### src/sv/wsd_pkg.sv
// Package: parse phase codes, result kind codes, length escapes and the result word type.
package wsd_pkg;

  localparam logic [2:0] PH_HDR0 = 3'd0;
  localparam logic [2:0] PH_HDR1 = 3'd1;
  localparam logic [2:0] PH_EXT  = 3'd2;
  localparam logic [2:0] PH_KEY  = 3'd3;
  localparam logic [2:0] PH_DATA = 3'd4;

  localparam logic [1:0] KIND_DATA     = 2'd0;
  localparam logic [1:0] KIND_EMPTY    = 2'd1;
  localparam logic [1:0] KIND_UNMASKED = 2'd2;
  localparam logic [1:0] KIND_ORPHAN   = 2'd3;

  localparam logic [6:0] LEN_EXT16 = 7'd126;
  localparam logic [6:0] LEN_EXT64 = 7'd127;

  localparam logic [3:0] EXT16_BYTES = 4'd2;
  localparam logic [3:0] EXT64_BYTES = 4'd8;

  localparam logic [3:0] OP_CONTINUATION = 4'd0;

  typedef struct packed {
    logic [7:0]  payload_byte;
    logic [1:0]  kind;
    logic [3:0]  message_opcode;
    logic        frame_final;
    logic        frame_end;
    logic        message_end;
    logic [31:0] message_offset;
  } wsd_result_t;

endpackage

### src/sv/wsd_if.sv
// Interfaces: input byte channel and result word channel, valid/ready handshake.
interface wsd_byte_if;
  logic       valid;
  logic       ready;
  logic [7:0] stream_byte;

  modport source (output valid, output stream_byte, input ready);
  modport sink (input valid, input stream_byte, output ready);
endinterface

interface wsd_result_if;
  logic        valid;
  logic        ready;
  logic [7:0]  payload_byte;
  logic [1:0]  kind;
  logic [3:0]  message_opcode;
  logic        frame_final;
  logic        frame_end;
  logic        message_end;
  logic [31:0] message_offset;

  modport source (
    output valid, output payload_byte, output kind, output message_opcode,
    output frame_final, output frame_end, output message_end, output message_offset,
    input ready
  );
  modport sink (
    input valid, input payload_byte, input kind, input message_opcode,
    input frame_final, input frame_end, input message_end, input message_offset,
    output ready
  );
endinterface

### src/sv/wsd_parser.sv
// Frame parser: header, extended length and mask key state, per-byte unmask and result build.
module wsd_parser (
  input  logic               clk,
  input  logic               rst,
  input  logic               take,
  input  logic [7:0]         stream_byte,
  output logic               emit,
  output wsd_pkg::wsd_result_t res
);
  import wsd_pkg::*;

  logic [2:0]  parse_phase, parse_phase_next;
  logic        frame_fin, frame_fin_next;
  logic [3:0]  frame_opcode, frame_opcode_next;
  logic [3:0]  ext_bytes_left, ext_bytes_left_next;
  logic [63:0] payload_remaining, payload_remaining_next;
  logic [31:0] mask_key, mask_key_next;
  logic [1:0]  mask_phase, mask_phase_next;
  logic        fragment_active, fragment_active_next;
  logic [3:0]  saved_opcode, saved_opcode_next;
  logic [31:0] running_offset, running_offset_next;

  logic [3:0]  msg_op;
  logic [7:0]  key_byte;
  logic [63:0] remaining_dec;
  logic        fend;
  logic [3:0]  ext_dec;

  assign msg_op        = (frame_opcode == OP_CONTINUATION) ? saved_opcode : frame_opcode;
  assign remaining_dec = payload_remaining - 64'd1;
  assign fend          = (remaining_dec == 64'd0);
  assign ext_dec       = ext_bytes_left - 4'd1;

  always_comb begin
    unique case (mask_phase)
      2'd0: key_byte = mask_key[31:24];
      2'd1: key_byte = mask_key[23:16];
      2'd2: key_byte = mask_key[15:8];
      default: key_byte = mask_key[7:0];
    endcase
  end

  always_comb begin
    parse_phase_next       = parse_phase;
    frame_fin_next         = frame_fin;
    frame_opcode_next      = frame_opcode;
    ext_bytes_left_next    = ext_bytes_left;
    payload_remaining_next = payload_remaining;
    mask_key_next          = mask_key;
    mask_phase_next        = mask_phase;
    fragment_active_next   = fragment_active;
    saved_opcode_next      = saved_opcode;
    running_offset_next    = running_offset;
    emit                   = 1'b0;
    res                    = '0;

    unique case (parse_phase)
      PH_HDR0: begin
        frame_fin_next    = stream_byte[7];
        frame_opcode_next = stream_byte[3:0];
        parse_phase_next  = PH_HDR1;
      end
      PH_HDR1: begin
        if (!stream_byte[7] || (frame_opcode == OP_CONTINUATION && !fragment_active)) begin
          emit                 = 1'b1;
          res.kind             = stream_byte[7] ? KIND_ORPHAN : KIND_UNMASKED;
          res.message_opcode   = frame_opcode;
          res.frame_final      = frame_fin;
          fragment_active_next = 1'b0;
          saved_opcode_next    = '0;
          running_offset_next  = '0;
          parse_phase_next     = PH_HDR0;
        end else begin
          if (frame_opcode != OP_CONTINUATION) begin
            saved_opcode_next    = frame_opcode;
            running_offset_next  = '0;
            fragment_active_next = !frame_fin;
          end
          mask_key_next   = '0;
          mask_phase_next = '0;
          if (stream_byte[6:0] == LEN_EXT16 || stream_byte[6:0] == LEN_EXT64) begin
            payload_remaining_next = '0;
            ext_bytes_left_next    = (stream_byte[6:0] == LEN_EXT16) ? EXT16_BYTES
                                                                     : EXT64_BYTES;
            parse_phase_next       = PH_EXT;
          end else begin
            payload_remaining_next = {57'd0, stream_byte[6:0]};
            parse_phase_next       = PH_KEY;
          end
        end
      end
      PH_EXT: begin
        payload_remaining_next = {payload_remaining[55:0], stream_byte};
        ext_bytes_left_next    = ext_dec;
        if (ext_dec == 4'd0) begin
          parse_phase_next = PH_KEY;
        end
      end
      PH_KEY: begin
        mask_key_next = {mask_key[23:0], stream_byte};
        if (mask_phase != 2'd3) begin
          mask_phase_next = mask_phase + 2'd1;
        end else begin
          mask_phase_next = '0;
          if (payload_remaining == 64'd0) begin
            emit               = 1'b1;
            res.kind           = KIND_EMPTY;
            res.message_opcode = msg_op;
            res.frame_final    = frame_fin;
            res.frame_end      = 1'b1;
            res.message_end    = frame_fin;
            res.message_offset = running_offset;
            if (frame_fin) begin
              fragment_active_next = 1'b0;
            end
            parse_phase_next = PH_HDR0;
          end else begin
            parse_phase_next = PH_DATA;
          end
        end
      end
      PH_DATA: begin
        emit                   = 1'b1;
        res.payload_byte       = stream_byte ^ key_byte;
        res.kind               = KIND_DATA;
        res.message_opcode     = msg_op;
        res.frame_final        = frame_fin;
        res.frame_end          = fend;
        res.message_end        = fend & frame_fin;
        res.message_offset     = running_offset;
        payload_remaining_next = remaining_dec;
        running_offset_next    = running_offset + 32'd1;
        mask_phase_next        = mask_phase + 2'd1;
        if (fend) begin
          if (frame_fin) begin
            fragment_active_next = 1'b0;
          end
          mask_phase_next  = '0;
          parse_phase_next = PH_HDR0;
        end
      end
      default: begin
        parse_phase_next = PH_HDR0;
      end
    endcase
  end

  always_ff @(posedge clk) begin
    if (rst) begin
      parse_phase       <= PH_HDR0;
      frame_fin         <= 1'b0;
      frame_opcode      <= '0;
      ext_bytes_left    <= '0;
      payload_remaining <= '0;
      mask_key          <= '0;
      mask_phase        <= '0;
      fragment_active   <= 1'b0;
      saved_opcode      <= '0;
      running_offset    <= '0;
    end else if (take) begin
      parse_phase       <= parse_phase_next;
      frame_fin         <= frame_fin_next;
      frame_opcode      <= frame_opcode_next;
      ext_bytes_left    <= ext_bytes_left_next;
      payload_remaining <= payload_remaining_next;
      mask_key          <= mask_key_next;
      mask_phase        <= mask_phase_next;
      fragment_active   <= fragment_active_next;
      saved_opcode      <= saved_opcode_next;
      running_offset    <= running_offset_next;
    end
  end

endmodule

### src/sv/wsd_out_reg.sv
// Result register: holds one result word for the downstream side, passes ready upstream.
module wsd_out_reg (
  input  logic                clk,
  input  logic                rst,
  input  logic                take,
  input  logic                emit,
  input  wsd_pkg::wsd_result_t res,
  output logic                in_ready,
  wsd_result_if.source        result
);
  import wsd_pkg::*;

  logic        valid;
  wsd_result_t data;

  assign in_ready = !valid || result.ready;

  always_ff @(posedge clk) begin
    if (rst) begin
      valid <= 1'b0;
    end else if (take) begin
      valid <= emit;
    end else if (result.ready) begin
      valid <= 1'b0;
    end
  end

  always_ff @(posedge clk) begin
    if (take && emit) begin
      data <= res;
    end
  end

  assign result.valid          = valid;
  assign result.payload_byte   = data.payload_byte;
  assign result.kind           = data.kind;
  assign result.message_opcode = data.message_opcode;
  assign result.frame_final    = data.frame_final;
  assign result.frame_end      = data.frame_end;
  assign result.message_end    = data.message_end;
  assign result.message_offset = data.message_offset;

endmodule

### src/sv/websocket_frame_deframer_unit.sv
// Top level: WebSocket client frame deframer, one stream byte in, at most one result word out.
// Latency: a result word shows on the output in the cycle after the byte that causes it is taken.
// Throughput: one byte per cycle; the parser state and the single result register set it.
// A held result word stalls the input only while the downstream side is not ready.
// Reset (rst, synchronous, active high): parser back to expecting a first header byte,
// all frame and fragment state zero, result register empty.
module websocket_frame_deframer_unit (
  input logic          clk,
  input logic          rst,
  wsd_byte_if.sink     stream,
  wsd_result_if.source result
);
  import wsd_pkg::*;

  logic        take;
  logic        emit;
  logic        in_ready;
  wsd_result_t res;

  assign stream.ready = in_ready;
  assign take         = stream.valid && in_ready;

  wsd_parser u_parser (
    .clk         (clk),
    .rst         (rst),
    .take        (take),
    .stream_byte (stream.stream_byte),
    .emit        (emit),
    .res         (res)
  );

  wsd_out_reg u_out_reg (
    .clk      (clk),
    .rst      (rst),
    .take     (take),
    .emit     (emit),
    .res      (res),
    .in_ready (in_ready),
    .result   (result)
  );

endmodule

### src/flat_wrapper.sv
// flat-port wrapper written by rule: the top's interface ports become plain ports
module websocket_frame_deframer_unit_flat import wsd_pkg::*;
  (clk, rst, stream_valid, stream_stream_byte, stream_ready, result_valid, result_payload_byte, result_kind, result_message_opcode, result_frame_final, result_frame_end, result_message_end, result_message_offset, result_ready);
  wsd_byte_if stream_i ();
  wsd_result_if result_i ();
  input logic clk;
  input logic rst;
  input wire logic [$bits(stream_i.valid)-1:0] stream_valid;
  input wire logic [$bits(stream_i.stream_byte)-1:0] stream_stream_byte;
  output wire logic [$bits(stream_i.ready)-1:0] stream_ready;
  output wire logic [$bits(result_i.valid)-1:0] result_valid;
  output wire logic [$bits(result_i.payload_byte)-1:0] result_payload_byte;
  output wire logic [$bits(result_i.kind)-1:0] result_kind;
  output wire logic [$bits(result_i.message_opcode)-1:0] result_message_opcode;
  output wire logic [$bits(result_i.frame_final)-1:0] result_frame_final;
  output wire logic [$bits(result_i.frame_end)-1:0] result_frame_end;
  output wire logic [$bits(result_i.message_end)-1:0] result_message_end;
  output wire logic [$bits(result_i.message_offset)-1:0] result_message_offset;
  input wire logic [$bits(result_i.ready)-1:0] result_ready;
  assign stream_i.valid = stream_valid;
  assign stream_i.stream_byte = stream_stream_byte;
  assign stream_ready = stream_i.ready;
  assign result_valid = result_i.valid;
  assign result_payload_byte = result_i.payload_byte;
  assign result_kind = result_i.kind;
  assign result_message_opcode = result_i.message_opcode;
  assign result_frame_final = result_i.frame_final;
  assign result_frame_end = result_i.frame_end;
  assign result_message_end = result_i.message_end;
  assign result_message_offset = result_i.message_offset;
  assign result_i.ready = result_ready;
  websocket_frame_deframer_unit u_core (.clk(clk), .rst(rst), .stream(stream_i), .result(result_i));
endmodule
### config.mk
export PLATFORM = sky130hd
export DESIGN_NAME = websocket_frame_deframer_unit_flat
export DESIGN_NICKNAME = d
export VERILOG_FILES = /design/src/sv/wsd_pkg.sv /design/src/sv/wsd_if.sv /design/src/sv/wsd_parser.sv /design/src/sv/wsd_out_reg.sv /design/src/sv/websocket_frame_deframer_unit.sv /design/src/flat_wrapper.sv
export SDC_FILE = /design/constraint.sdc
export NUM_CORES = 1
export LEC_CHECK = 0
export BUFFER_PORTS_ARGS = -buffer_cell sky130_fd_sc_hd__buf_2
export CAP_MARGIN = 30
export CORE_MARGIN = 5
export CORE_UTILIZATION = 56
export DETAILED_ROUTE_END_ITERATION = 7
export MAX_ROUTING_LAYER = met4
export PLACE_DENSITY = 0.74
export SLEW_MARGIN = 25
export SYNTH_ARGS = -nofsm -noshare
export SYNTH_HDL_FRONTEND = slang
export SYNTH_SLANG_ARGS = --single-unit
### constraint.sdc
create_clock -name clk -period 5.5 [get_ports clk]
set_input_delay 0.55 -clock clk [delete_from_list [all_inputs] [get_ports clk]]
set_output_delay 0.55 -clock clk [all_outputs]
set_load 0.005 [all_outputs]
==> results.py <==
metrics = {
    "outcome": {
        "status": "complete, no violations",
    },
    "logic_synthesis": {
        "avgSynthCellArea_um2": 8.126,
        "syn_inst": 1317,
        "synth_fa_ha_area_frac": 0.01052,
        "synthDistinctLibCells": 66,
        "synth_ff_type": "dfxtp_1",
        "synth_mux_area_frac": 0.01052,
        "yosysTopAreaCell": "dfxtp_1",
        "synth_simple_gate_area_frac": 0.2886,
        "yosys-top-cells-area": "dfxtp_1 28%, edfxtp_1 14%, nor2_1 7.4%, nand2_1 4.3%, a22oi_1 4.0%",
        "seq_area_frac_synth": 0.4144,
        "yosysTopAreaCellShare": 0.2769,
        "syn_nets": 1338,
        "synth-compound-area-share": 0.1798,
        "synth_xor_area_frac": 0.05156,
        "synth_top_family_by_area": "simple AND/OR/NAND/NOR gates",
        "synth_warnings": 0,
        "ys_async_sr_fraction": 0,
        "ys_ff_latch": 197,
        "synthesis.area_um2": 10700,
        "synth_edf_count": 49,
    },
    "min_path": {
        "holdCritPathClass": "input pin to register",
        "min_to": "u_core.u_parser.frame_opcode[3]",
        "hold_depth": 3,
        "worstHoldStart": "stream_stream_byte[3]",
    },
    "power": {
        "combPwrFrac": 0.237,
        "p_per_area_nw_per_um2": 318.1,
        "irDropWorstVdd_uv": 222.5,
        "clockPowerShare": 0.339,
        "switching_share": 0.3423,
        "p_sw_mw": 1.269,
        "p_leak_nw": 4.135,
        "p_int_mw": 2.439,
        "p_seq_frac": 0.424,
    },
    "cts": {
        "cts.repair.resized": 0,
        "worstSkewPairLatency_ns": 0.44,
        "cts.path.max_buffers": 2,
        "postCtsHoldBufs": 0,
        "cts_setup_buffers": 0,
        "cts_tree": "done",
        "htree_levels": 4,
        "cts.sinks": 197,
        "clk_pin_slew_ns": 0.08,
        "root_buffer": "clkbuf_16",
        "numCtsBuffers": 17,
    },
    "sta": {
        "slew_headroom": 0.3709,
        "drv_slew": 0,
        "fin_tns_setup_ns": 0,
        "final_hold_viol_count": 0,
        "rsz0062_at_grt": "no",
        "finalCritPeriodShare": 0.7673,
        "worst_pin_slew_ns": 0.9436,
        "finClkSkew_ns": 0.01315,
        "min_period_ns": 4.220,
        "setup_viol": 0,
        "fmax_mhz": 237.0,
    },
    "die": {
        "fp.coreArea_um2": 18770,
        "io_pins": 63,
        "die_h_um": 148.2,
        "die_w_um": 148.2,
        "fp-row-count": 50,
        "start_util": 0.5702,
        "die_area_um2": 21980,
    },
    "worst_setup_path": {
        "critical_path_class": "register to register",
        "regToRegSetupSlack_ns": 1.28,
        "required_ns": 5.56,
        "rr_worst_depth": 12,
        "cp_max_fo": 49,
        "cp-start-kind": "register",
        "cp-end-kind": "register",
        "r2r_start": "u_core.u_parser.payload_remaining[0]",
        "arrival_ns": 4.28,
        "rr_endpoint": "u_core.u_out_reg.result.message_offset[10]",
    },
    "global_routing": {
        "antenna_found_initial": 0,
        "grt_max_degree": 81,
        "grt_overflow_total": 0,
        "grt_pass1_wl_um": 46400,
        "grt_pass1_vias": 9182,
        "grt_use_total": 0.2640,
    },
    "place": {
        "io_buffers": 62,
        "dp_hpwl_um": 18750,
        "place.gp.congestion": 0.9601,
        "dp_cells": 1521,
        "dpl_cell_area_um2": 11040,
    },
    "cells_and_area": {
        "post-route-util": 0.6213,
        "design_area_um2": 11660,
        "drive_above_1_share": 0.1015,
        "fillCellCount": 1676,
        "area_growth_pct": 8.956,
        "finalNetCount": 1328,
        "antenna_cells": 0,
        "instances_no_fill": 1554,
    },
    "routing": {
        "postRouteAntennaNets": 0,
        "wire_per_inst_um": 18.11,
        "dr.first_iter.drc_count": 1367,
        "dr.pass1.iters": 6,
        "vias": 10000,
        "drc_errors": 0,
        "wl_um": 28140,
        "avgViaCountPerCell": 6.437,
    },
    "job": {
        "cap_violations": 0,
    },
}
==> final cells by class <==
cell class	count	area, µm²	area share
clock inverters	14	182.7	0.01567
well taps	234	292.8	0.02511
inverters	19	72.57	0.006224
repair buffers	77	430.4	0.03691
multi-input cells	995	5818	0.4990
clock buffers	18	429.2	0.03681
flip-flops and latches	197	4434	0.3803
==> flip-flops by register name, summed over array words and instances (netlist names), 2 cells and up <==
name                                    cells
u_core.u_out_reg.result.message_offset     32
u_core.u_out_reg.result.kind                2
u_core.u_out_reg.result.payload_byte        8
u_core.u_parser.mask_key                   32
u_core.u_parser.payload_remaining          64
u_core.u_parser.parse_phase                 3
u_core.u_parser.ext_bytes_left              4
u_core.u_out_reg.result.message_opcode      4
u_core.u_parser.saved_opcode                4
u_core.u_parser.running_offset             32
u_core.u_parser.frame_opcode                4
u_core.u_parser.mask_phase                  2
==> layer usage <==
metal / GRT usage / wire (µm) / part of all wire / vias to the layer above
met2: 0.4044 / 12800 / 0.45 / 459
met4: 0.08961 / 688 / 0.024 / 0
met1: 0.3638 / 12490 / 0.44 / 4723
met3: 0.03504 / 2159 / 0.077 / 72
met5: - / 0 / 0 / -
li1: - / - / - / 4749
==> worst max path at each step <==
stage	startpoint	to	slack [ns]	depth (start not counted)
2_1_floorplan	u_core.u_parser.payload_remaining[0]	u_core.u_out_reg.result.frame_end	1.70	13
3_3_place_gp	u_core.u_parser.payload_remaining[0]	u_core.u_out_reg.result.message_offset[13]	1.38	12
3_5_place_dp	u_core.u_parser.payload_remaining[0]	u_core.u_out_reg.result.message_offset[17]	1.23	12
4_1_cts	u_core.u_parser.payload_remaining[0]	u_core.u_out_reg.result.message_offset[6]	1.19	12
5_1_grt	u_core.u_parser.payload_remaining[0]	u_core.u_out_reg.result.payload_byte[0]	0.98	12
6_report	u_core.u_parser.payload_remaining[0]	u_core.u_out_reg.result.message_offset[10]	1.28	12
==> worst max-delay path, cell delays in order, from the launching register on <==
cell and delay, ns:
dfxtp_1 0.38, inv_1 0.13, ha_1 0.33, nor2b_1 0.26
nand2_1 0.23, nor4_1 0.71, and3_1 0.31, nand4_1 0.15
and2_1 0.23, buf_4 0.24, nand2_1 0.17, nand2_1 0.10
clkinv_2 0.55
==> cells in the mapped netlist, types with 9 or more instances <==
master	instances
nor4_1	34
xnor2_1	38
nor2b_1	35
or3_1	19
xor2_1	25
and3_1	11
edfxtp_1	49
nand2_1	122
inv_1	19
clkbuf_1	96
nand3_1	26
a211oi_1	15
nand4_1	31
mux2i_1	9
nand2b_1	10
dfxtp_1	148
nor3_1	59
o21ai_0	71
nor2_1	211
o31ai_1	15
a21oi_1	68
a22oi_1	57
a221oi_1	13
ha_1	9
or4_1	16
==> cell families (layout without fill, tap and decap cells) <==
kind of cell | after synthesis | after routing
AND/OR/NAND/NOR | 623 | 623
adder cells (fa/ha/maj) | 9 | 9
multiplexers | 11 | 11
AO/OA/AOI/OAI | 289 | 289
buffers and inverters | 125 | 128
flip-flops | 197 | 197
XOR/XNOR | 63 | 63
==> stage by stage <==
stage | hold slack (ns) | total power [mW] | worst slack (ns)
floorplan | 0.4320 | 2.217 | 1.702
global placement | 0.4439 | 2.447 | 1.377
detailed placement | 0.4501 | 2.449 | 1.227
CTS | 0.4473 | 3.699 | 1.188
global route | 0.4584 | 3.868 | 0.9809
finish | 0.4579 | 3.708 | 1.280
==> cell usage in the layout, fill, tap and decap left out, types with 15 or more instances in the layout <==
| cell type | instances |
|---|---|
| nor2_1 | 210 |
| clkbuf_16 | 17 |
| nand4_1 | 31 |
| a21oi_1 | 68 |
| nor3_1 | 59 |
| a22oi_1 | 57 |
| buf_2 | 61 |
| nand2_1 | 121 |
| edfxtp_1 | 49 |
| o21ai_0 | 70 |
| nor2b_1 | 35 |
| inv_1 | 18 |
| or3_1 | 19 |
| a211oi_1 | 15 |
| xnor2_1 | 38 |
| nor4_1 | 33 |
| dfxtp_1 | 148 |
| xor2_1 | 25 |
| or4_1 | 16 |
| nand3_1 | 26 |
| o31ai_1 | 15 |
==> power by group through the flow <==
stage | sequential (mW) | clock [mW] | combinational [mW]
final | 1.57 | 1.26 | 0.878
after CTS | 1.57 | 1.28 | 0.851
after global routing | 1.58 | 1.34 | 0.950
after detailed placement | 1.61 | 0 | 0.844
after global placement | 1.60 | 0 | 0.844
after floorplan | 1.58 | 0 | 0.636
(Power assumes the default switching activity.)
